$ cat config.mk
export PLATFORM = sky130hd
export DESIGN_NAME = mtfs_ctrl
export DESIGN_NICKNAME = d
export VERILOG_FILES = /design/src/design/mtfs_pkg.sv /design/src/design/mtfs_ctrl.sv
export SDC_FILE = /design/constraint.sdc
export NUM_CORES = 1
export LEC_CHECK = 0
export BUFFER_PORTS_ARGS = -buffer_cell sky130_fd_sc_hd__buf_2
export CAP_MARGIN = 20
export CORE_AREA = 3 3 40 42
export DETAILED_ROUTE_END_ITERATION = 16
export DIE_AREA = 0 0 43 45
export GPL_TIMING_DRIVEN = 0
export SYNTH_ARGS = -nofsm -noshare
export SYNTH_HDL_FRONTEND = slang
export SYNTH_SLANG_ARGS = --single-unit
export TNS_END_PERCENT = 10
$ cat constraint.sdc
create_clock -name clk -period 1.15 [get_ports clk]
set_input_delay 0.0575 -clock clk [delete_from_list [all_inputs] [get_ports clk]]
set_output_delay 0.0575 -clock clk [all_outputs]
set_load 0.02 [all_outputs]
$ cat src/design/mtfs_pkg.sv
// ----------------------------------------------------------------------------
// mtfs_pkg
// Shared constants, codes and controller/datapath interface types for the
// monotonic table floor search.
// ----------------------------------------------------------------------------
package mtfs_pkg;

  localparam int IDX_W           = 10;
  localparam int VALUE_PORT_W    = 32;
  localparam int CFG_W           = 11;
  localparam int DEPTH_DEFAULT   = 1024;
  localparam int VALUE_W_DEFAULT = 32;

  localparam logic [CFG_W-1:0] CFG_RESET = 11'd1024;

  localparam logic OP_LOAD   = 1'b0;
  localparam logic OP_LOOKUP = 1'b1;

  localparam logic STATUS_FOUND = 1'b0;
  localparam logic STATUS_OOR   = 1'b1;

  typedef enum logic [1:0] {
    RD_LO,
    RD_HI,
    RD_MID
  } rd_sel_t;

  typedef enum logic [2:0] {
    FIN_LO,
    FIN_HI,
    FIN_MID,
    FIN_BOUND,
    FIN_OOR
  } fin_sel_t;

  typedef struct packed {
    logic     write;
    logic     lookup;
    logic     cap_clo;
    logic     ends;
    logic     step;
    logic     finish;
    rd_sel_t  rd_sel;
    fin_sel_t fin_sel;
  } dp_cmd_t;

  typedef struct packed {
    logic eq;
    logic gt;
    logic clo_eq;
    logic clo_gt;
    logic span_gt1;
  } dp_sts_t;

endpackage

$ cat src/design/mtfs_ctrl.sv
// ----------------------------------------------------------------------------
// mtfs_ctrl
// Sequencer for loads and lookups: end checks, then one bisection probe per
// cycle until a match or two adjacent bounds are left.
// ----------------------------------------------------------------------------
module mtfs_ctrl (
  input  logic              clk,
  input  logic              rst_n,
  input  logic              start,
  input  logic              in_op,
  input  mtfs_pkg::dp_sts_t sts,
  output mtfs_pkg::dp_cmd_t cmd,
  output logic              busy
);
  import mtfs_pkg::*;

  typedef enum logic [2:0] {
    S_IDLE,
    S_END_LO,
    S_END_HI,
    S_ENDS,
    S_PROBE
  } state_t;

  state_t state_r, state_nxt;
  logic   busy_r, busy_nxt;

  always_comb begin
    state_nxt   = state_r;
    busy_nxt    = busy_r;
    cmd         = '0;
    cmd.rd_sel  = RD_LO;
    cmd.fin_sel = FIN_LO;
    case (state_r)
      S_IDLE: begin
        if (start) begin
          if (in_op == OP_LOAD) begin
            cmd.write = 1'b1;
          end else begin
            cmd.lookup = 1'b1;
            state_nxt  = S_END_LO;
            busy_nxt   = 1'b1;
          end
        end
      end
      S_END_LO: begin
        cmd.rd_sel = RD_LO;
        state_nxt  = S_END_HI;
      end
      S_END_HI: begin
        cmd.rd_sel  = RD_HI;
        cmd.cap_clo = 1'b1;
        state_nxt   = S_ENDS;
      end
      S_ENDS: begin
        if (sts.clo_eq) begin
          cmd.finish  = 1'b1;
          cmd.fin_sel = FIN_LO;
        end else if (sts.eq) begin
          cmd.finish  = 1'b1;
          cmd.fin_sel = FIN_HI;
        end else if (sts.clo_gt == sts.gt) begin
          cmd.finish  = 1'b1;
          cmd.fin_sel = FIN_OOR;
        end else begin
          cmd.ends = 1'b1;
          if (sts.span_gt1) begin
            cmd.rd_sel = RD_MID;
            state_nxt  = S_PROBE;
          end else begin
            cmd.finish  = 1'b1;
            cmd.fin_sel = FIN_BOUND;
          end
        end
        if (cmd.finish) begin
          state_nxt = S_IDLE;
          busy_nxt  = 1'b0;
        end
      end
      S_PROBE: begin
        if (sts.eq) begin
          cmd.finish  = 1'b1;
          cmd.fin_sel = FIN_MID;
        end else begin
          cmd.step = 1'b1;
          if (sts.span_gt1) begin
            cmd.rd_sel = RD_MID;
          end else begin
            cmd.finish  = 1'b1;
            cmd.fin_sel = FIN_BOUND;
          end
        end
        if (cmd.finish) begin
          state_nxt = S_IDLE;
          busy_nxt  = 1'b0;
        end
      end
      default: begin
        state_nxt = S_IDLE;
        busy_nxt  = 1'b0;
      end
    endcase
  end

  always_ff @(posedge clk) begin
    if (!rst_n) begin
      state_r <= S_IDLE;
      busy_r  <= 1'b0;
    end else begin
      state_r <= state_nxt;
      busy_r  <= busy_nxt;
    end
  end

  assign busy = busy_r;

endmodule

Word-level counts from Yosys, hierarchy flattened
Index checks and enable logic that the tools add are counted.
{ "op_classes": {"addsub": 0, "multipliers": 0, "div": 0, "order_cmp": 0, "eq_ne": 13, "shifts": 0, "n_mux": 45, "n_bitwise": 1, "n_reduce_logical": 4} }
{ "ops": {"columns": ["operator", "n"], "rows": [
  ["$mux W3", 12],
  ["$mux W1", 20],
  ["$mux W2", 8],
  ["$pmux W3 S5", 1],
  ["$ne A3 B3 Y1 const B", 4],
  ["$ne A2 B2 Y1 const B", 4],
  ["$reduce_and A7 Y1", 1],
  ["$eq A3 B2 Y1 const B", 2],
  ["$pmux W2 S3", 1],
  ["$pmux W3 S2", 1],
  ["$reduce_and A5 Y1", 1],
  ["$pmux W1 S4", 1],
  ["$eq A3 B1 Y1 const B", 1],
  ["$eq A3 B3 Y1 const B", 1],
  ["$logic_not A3 Y1", 1],
  ["$pmux W1 S2", 1],
  ["$reduce_or A2 Y1", 1],
  ["$eq A1 B1 Y1", 1],
  ["$not A1 Y1", 1]
]} }
{ "totals": {"reg_bits": 4, "latch_bits": 0, "mem_bits_rw": 0, "rom_bits": 0, "in_bits": 9, "out_inout_bits": 12, "elab_cells": 65, "n_memories": 0} }

Depth between registers and ports, before layout
Gate-level depths: netlist of run 1.
{ "logic_depth": {"ltp_word": 7, "ltp_mapped": 6, "ltp_nobuf": 5} }

Least setup slack after synthesis of run 1
Ideal clock, no wire load.
{ "synth_timing": {"kind": "reg2out", "from": "reg state_r[0]", "to": "out cmd[0] in the netlist's numbering", "arrival_time_ps": 1248, "required_ps": 1092, "slack_ps": -155, "path_stages_with_launch": 7, "path_buffers": 1, "path_cell_list": "dfxtp_1 > buf_6 > nor2_2 > nand3_1 > inv_1 > a21oi_1 > o21ai_1"} }
{ "synth_rtl": {"columns": ["item", "line_no", "rtl"], "rows": [
  ["start: declaration", "mtfs_ctrl.sv:25", "state_t state_r, state_nxt;"],
  ["start signal: assignment", "mtfs_ctrl.sv:110", "state_r <= state_nxt;"],
  ["end: declaration", "mtfs_ctrl.sv:12", "output mtfs_pkg::dp_cmd_t cmd,"]
]} }

==> summary.md, run 1 <==
| Metric | Value |
|---|---|
| Final Non-Filler Cells | 93 |
| WHS Path Cells | 3 |
| Placed Instances | 80 |
| Final WL | 1.10 mm |
| Seq/Total Area, Yosys | 0.217 |
| Clock-pin slew on the worst setup and hold paths | 40 ps |
| Kind of critical path | flip-flop to output pin |
| Worst hold path class | input pin to flip-flop |
| Initial antenna violation count | 0 |
| Power Dens Cells | 1060 nW/um^2 |
| GRT Overall Usage | 0.111 |
| Mean Syn Cell Area | 8.20 sq um |
| CP Capture Type | output pin |
| Starting density of the core | 0.287 |
| Commonest non-fill, non-tap cell in the layout | buf_4 |
| Share of cells above drive strength 1 | 0.641 |
| Mapped cell area | 369 sq um |
| GPL Wtd Cong | 0.761 |
| Aggregate global routing overflow | 0 |
| Worst vdd ir | 0.525 mV |
| Row cnt | 13 |
| Boundary pin count | 21 |
| Initial drt markers | 5 |
| Global-route wire length before repair | 1.61 mm |
| Synth Area in Simple Gates | 0.373 |
| Minimum clock period | 1430 ps |
| Main combinational cell family by area after synthesis | simple AND/OR/NAND/NOR gates |
| CTS tree | yes |
| Fin Setup TNS | -2140 ps |
| # hold bufs at CTS | 0 |
| Count of final hold-check violations | 0 |
| Max_cap viols | 0 |
| Post-synthesis xor/xnor area fraction | 0.0678 |
| Crit start category | flip-flop |
| Pre-antenna DRT Iters | 4 |
| Die width | 43 microns |
| Htree depth | 1 |
| DP HPWL | 714 microns |
| Drt wl/cell | 11.8 microns |
| CP required | 1090 ps |
| Multiplexer share of the synthesized area | 0 |
| Tcrit/Tclk final | 1.25 |
| TritonCTS Buffers | 3 |
| Post-Synth Adder-Cell Area | 0 |
| Drt drc | 0 |
| Chip Height | 45 microns |
| Count of final setup violators | 14 |
| Commonest non-fill, non-tap cells in the layout | buf_4, buf_2, inv_1, buf_6 |
| # port buffers | 20 |
| DR vias | 462 |
| CTS sink count | 4 |
| Fin Clk Skew | 7.79 ps |
| Complex-gate fraction of the synthesized area | 0.210 |
| Pleak | 0.000352 uW |
| Max-slew violations | 0 |
| Vias in the first global route | 402 |
| Die Area | 1940 sq um |
| Worst setup margin | -284 ps |
| Antenna diodes | 0 |
| Netlist cell types | 29 |
| Sequential cell area | 81.3 sq um |
| Syn nets | 54 |
| CP arrival | 1380 ps |
| Reg2Reg Depth | 6 |
| Yosys warns | 0 |
| Multi-input gate area | 274 sq um |
| Post-DRT Antenna Nets | 0 |
| Worst rel slew slack | 0.821 |
| Worst Path Max Fanout | 7 |
| RSZ-0062 raised after global routing | yes |
| Vias/cell | 4.97 |
| Longest Clk Path Bufs | 2 |
| Fillers | 118 |
| Min Hold Slack | 87.1 ps |
| Cell chosen for the clock root | clkbuf_4 |
| Fmax achieved | 697 MHz |
| Worst Tran Pin Value | 269 ps |
| Outcome | finished, violations left |
| Largest net degree at the start of global routing | 11 |
| Area Overhead vs Synth | 76.3% |
| Nets | 89 |
| Place WS | -80.8 ps |
| Violated checks | negative setup slack |
| Core area | 1280 sq um |
| Clock latency on the worst-skew pair | 250 ps |
| Mapped Cells | 45 |
| Post-synthesis register bit count | 4 |
[Yosys cell counts]
cell type / instances / area share
dfxtp_1: 4 / 0.22
nor2_1: 2 / 0.020
a211oi_2: 1 / 0.034
nor2_2: 1 / 0.017
and4bb_2: 1 / 0.034
o21ai_0: 1 / 0.014
nor3_1: 2 / 0.027
a211oi_1: 1 / 0.020
nor3b_1: 2 / 0.041
or3_4: 1 / 0.031
a21o_1: 1 / 0.020
a21oi_1: 3 / 0.041
nand3b_1: 1 / 0.020
nor3_2: 1 / 0.027
nand2_1: 2 / 0.020
nand3_1: 1 / 0.014
buf_4: 1 / 0.020
nand4b_1: 1 / 0.024
nor4_1: 1 / 0.017
o211ai_1: 1 / 0.020
inv_1: 5 / 0.051
nand3b_2: 1 / 0.031
buf_6: 2 / 0.061
xor2_2: 1 / 0.044
a31oi_1: 2 / 0.034
xnor2_1: 1 / 0.024
nor3b_2: 1 / 0.034
and3_1: 1 / 0.017
o21ai_1: 2 / 0.027
[worst paths after layout]
path | from | endpoint | slack, ps
max | state_r[1] | cmd[10] | -280
min | rst_n | state_r[1] | 90
max reg2reg | state_r[1] | state_r[2] | -170
min reg2reg | busy | busy | 550
[flip-flops by register name, summed over array words and instances (netlist names)]
name and count:
state_r 3, busy 1
[kinds of logic after synthesis]
kind of cell / Yosys count
and+or+nand+nor: 19
AOI/OAI and AO/OA: 12
buffers and inverters: 8
DFF: 4
xor gates and xnor gates: 2
[area by class of cell]
class | instances | area share
buffer | 3 | 0.0519
clock buffer | 3 | 0.0346
inverter | 5 | 0.0288
multi-input combinational | 33 | 0.421
sequential | 4 | 0.125
tap | 15 | 0.0288
timing repair buffer | 30 | 0.310
[per-stage QoR]
stage	util	power, uW	instance area, sq um
2_1_floorplan	-	345	379
3_3_place_gp	0.388	408	498
3_5_place_dp	0.388	411	498
4_1_cts	0.452	619	581
5_1_grt	0.506	729	651
6_report	0.506	687	651
[timing repair]
| item | 4_1_cts | 5_1_grt |
|---|---|---|
| pin swaps | 4 | 5 |
| resized for setup | 13 | 3 |
| setup endpoints to repair | 10 | 14 |
| buffers inserted | 3 | 7 |
| cloned | 0 | 0 |
[metal layers]
metal  global-route usage  routed length (microns)  vias up
met5                    0                        0        -
met4               0.0301                       38        0
met3               0.0717                       54        4
met2                0.183                      580       11
met1                0.119                      425      219
li1                     -                        -      228
[critical path, stage by stage, from the launching register on]
cell,delay (ps)
dfxtp_1,300
buf_6,130
or3_4,390
nor3b_2,150
buf_4,160
[report_power, final]
group          switching, uW  total (uW)  internal, uW
clock network           69.9         187           117
logic                    167         337           170
registers               6.27         162           156
total                    243         687           444
Power figures use the tool's default switching activity.
==> run 2: changes to the inputs <==
--- a/config.mk
+++ b/config.mk
@@ -7,9 +7,9 @@
 export LEC_CHECK = 0
 export BUFFER_PORTS_ARGS = -buffer_cell sky130_fd_sc_hd__buf_2
 export CAP_MARGIN = 20
-export CORE_AREA = 3 3 40 42
+export CORE_AREA = 2 2 39 41
 export DETAILED_ROUTE_END_ITERATION = 16
-export DIE_AREA = 0 0 43 45
+export DIE_AREA = 0 0 41 43
 export GPL_TIMING_DRIVEN = 0
 export SYNTH_ARGS = -nofsm -noshare
 export SYNTH_HDL_FRONTEND = slang
==> summary.md, run 2 (synthesis gave the netlist of run 1 again) <==
| Metric | Value |
|---|---|
| Vias/cell | 4.86 (-2.1%) |
| Multi-input gate area | 284 sq um (+3.7%) |
| CP arrival | 1380 ps (about the same) |
| Violated checks | negative setup slack |
| Min Hold Slack | 102 ps (+15.2 ps) |
| Htree depth | 1 (unchanged) |
| Fillers | 144 (+22%) |
| Max FFs per register | 3 (unchanged) |
| Global-route wire length before repair | 1.84 mm (+15%) |
| Chip Height | 43 microns (-4.4%) |
| CTS sink count | 4 (unchanged) |
| Final total power | 714 uW (+4.0%) |
| WHS Path Cells | 3 (unchanged) |
| Max_cap viols | 0 (unchanged) |
| DP HPWL | 693 microns (-2.9%) |
| Max-slew violations | 0 (unchanged) |
| Comb pwr share | 0.503 (+0.012) |
| Crit start category | flip-flop |
| CTS tree | yes |
| Switch share | 0.359 (+0.00503) |
| Sequential power share | 0.232 (-0.004) |
| Row cnt | 14 (+1) |
| Worst setup margin | -283 ps (+1.40 ps) |
| Vias in the first global route | 434 (+8.0%) |
| CP required | 1090 ps (about the same) |
| Count of final hold-check violations | 0 (unchanged) |
| Worst vdd ir | 0.374 mV (-29%) |
| Worst Tran Pin Value | 246 ps (-23.1 ps) |
| Worst Path Max Fanout | 3 (-4) |
| TritonCTS Buffers | 3 (unchanged) |
| DR vias | 462 (unchanged) |
| Biggest register | state_r |
| Starting density of the core | 0.267 (-0.0205) |
| Nets | 90 (+1.1%) |
| Clock Power Share | 0.265 (-0.008) |
| Pleak | 0.000366 uW (+4.1%) |
| Drt drc | 0 (unchanged) |
| Die width | 41 microns (-4.7%) |
| Initial antenna violation count | 0 (unchanged) |
| Largest net degree at the start of global routing | 8 (-3) |
| Reg2Reg Depth | 7 (+1) |
| Sequential cell area | 83.8 sq um (+3.1%) |
| Final WL | 1.16 mm (+5.7%) |
| Fin Setup TNS | -2630 ps (-487 ps) |
| Commonest non-fill, non-tap cells in the layout | buf_4, buf_2, buf_6, inv_1 |
| Clock-pin slew on the worst setup and hold paths | 40 ps (about the same) |
| # hold bufs at CTS | 0 (unchanged) |
| Tcrit/Tclk final | 1.25 (about the same) |
| Cell chosen for the clock root | clkbuf_4 |
| Kind of critical path | flip-flop to output pin |
| Place WS | -93.2 ps (-12.3 ps) |
| Worst rel slew slack | 0.836 (+0.0154) |
| Minimum clock period | 1430 ps (-1.40 ps) |
| Post-DRT Antenna Nets | 0 (unchanged) |
| Fmax achieved | 698 MHz (about the same) |
| P_int | 458 uW (+3.2%) |
| Worst hold path class | input pin to flip-flop |
| Longest Clk Path Bufs | 2 (unchanged) |
| Core area | 1380 sq um (+7.7%) |
| Share of cells above drive strength 1 | 0.684 (+0.0425) |
| Clock latency on the worst-skew pair | 240 ps (about the same) |
| GRT Overall Usage | 0.156 (+0.0449) |
| Aggregate global routing overflow | 0 (unchanged) |
| Commonest non-fill, non-tap cell in the layout | buf_4 |
| Power Dens Cells | 1040 nW/um^2 (-1.8%) |
| CP Capture Type | output pin |
| Pre-antenna DRT Iters | 2 (-2) |
| Area Overhead vs Synth | 86.8% |
| Drt wl/cell | 12.2 microns (+3.5%) |
| Count of final setup violators | 14 (unchanged) |
| GPL Wtd Cong | 0.689 (-9.4%) |
| Antenna diodes | 0 (unchanged) |
| Boundary pin count | 21 (unchanged) |
| # port buffers | 20 (unchanged) |
| Fin Clk Skew | 1.89 ps (-5.90 ps) |
| Outcome | finished, violations left |
| Psw | 256 uW (+5.5%) |
| Die Area | 1760 sq um (-8.9%) |
| Post-route core utilization | 0.498 (-0.00814) |
| Initial drt markers | 7 (+2) |
| RSZ-0062 raised after global routing | yes |
[run 2: changes by cell type in the layout (fill, tap and decap cells not counted)]
cell,delta
buf_4,-2
buf_2,-1
dfxtp_2,+2
nor3_4,+1
nor3_2,-1
o21ai_2,+1
o21ai_1,-1
dfxtp_1,-2
buf_6,+4
[run 2: power by group through the flow]
stage	clock network [uW]	logic [uW]	registers (uW)
final	189	359	166
after global routing	199	386	168
after CTS	185	335	165
after detailed placement	0	249	164
after global placement	0	246	163
after floorplan	0	177	168
[run 2: per-layer routing]
metal / vias up / share of wire / global-route usage
met4: 0 / 0.016 / 0.0800
met5: - / 0 / 0
met1: 209 / 0.39 / 0.184
met2: 19 / 0.53 / 0.250
li1: 231 / - / -
met3: 3 / 0.058 / 0.0314
[run 2: worst paths after layout]
| check | from | end | slack, ps |
|---|---|---|---|
| setup / recovery | state_r[2] | cmd[10] | -280 |
| hold / removal | rst_n | state_r[1] | 100 |
| setup reg to reg | state_r[1] | busy | -160 |
| hold reg to reg | busy | busy | 620 |
[run 2: repair_timing]
| action | CTS | global route |
|---|---|---|
| setup buffers | 10 | 1 |
| setup endpoints to repair | 12 | 14 |
| resized for setup | 16 | 9 |
| pin swaps | 7 | 4 |
[run 2: area by class of cell]
class | count | area share
well taps | 16 | 0.0290
clock buffers | 3 | 0.0327
inverters | 5 | 0.0272
plain buffers | 3 | 0.0490
flip-flops and latches | 4 | 0.122
repair buffers | 31 | 0.328
multi-input cells | 33 | 0.412
[run 2: through the flow]
stage | area, sq um | cells
floorplan | 379 | 45
global placement | 499 | 81
detailed placement | 499 | 81
CTS | 651 | 94
global route | 689 | 95
finish | 689 | 95
[run 2: worst max-delay path, cell delays in order, from the launching register on]
cell	delay, ps
dfxtp_2	320
buf_6	110
or3_4	380
nor3b_2	160
buf_4	160
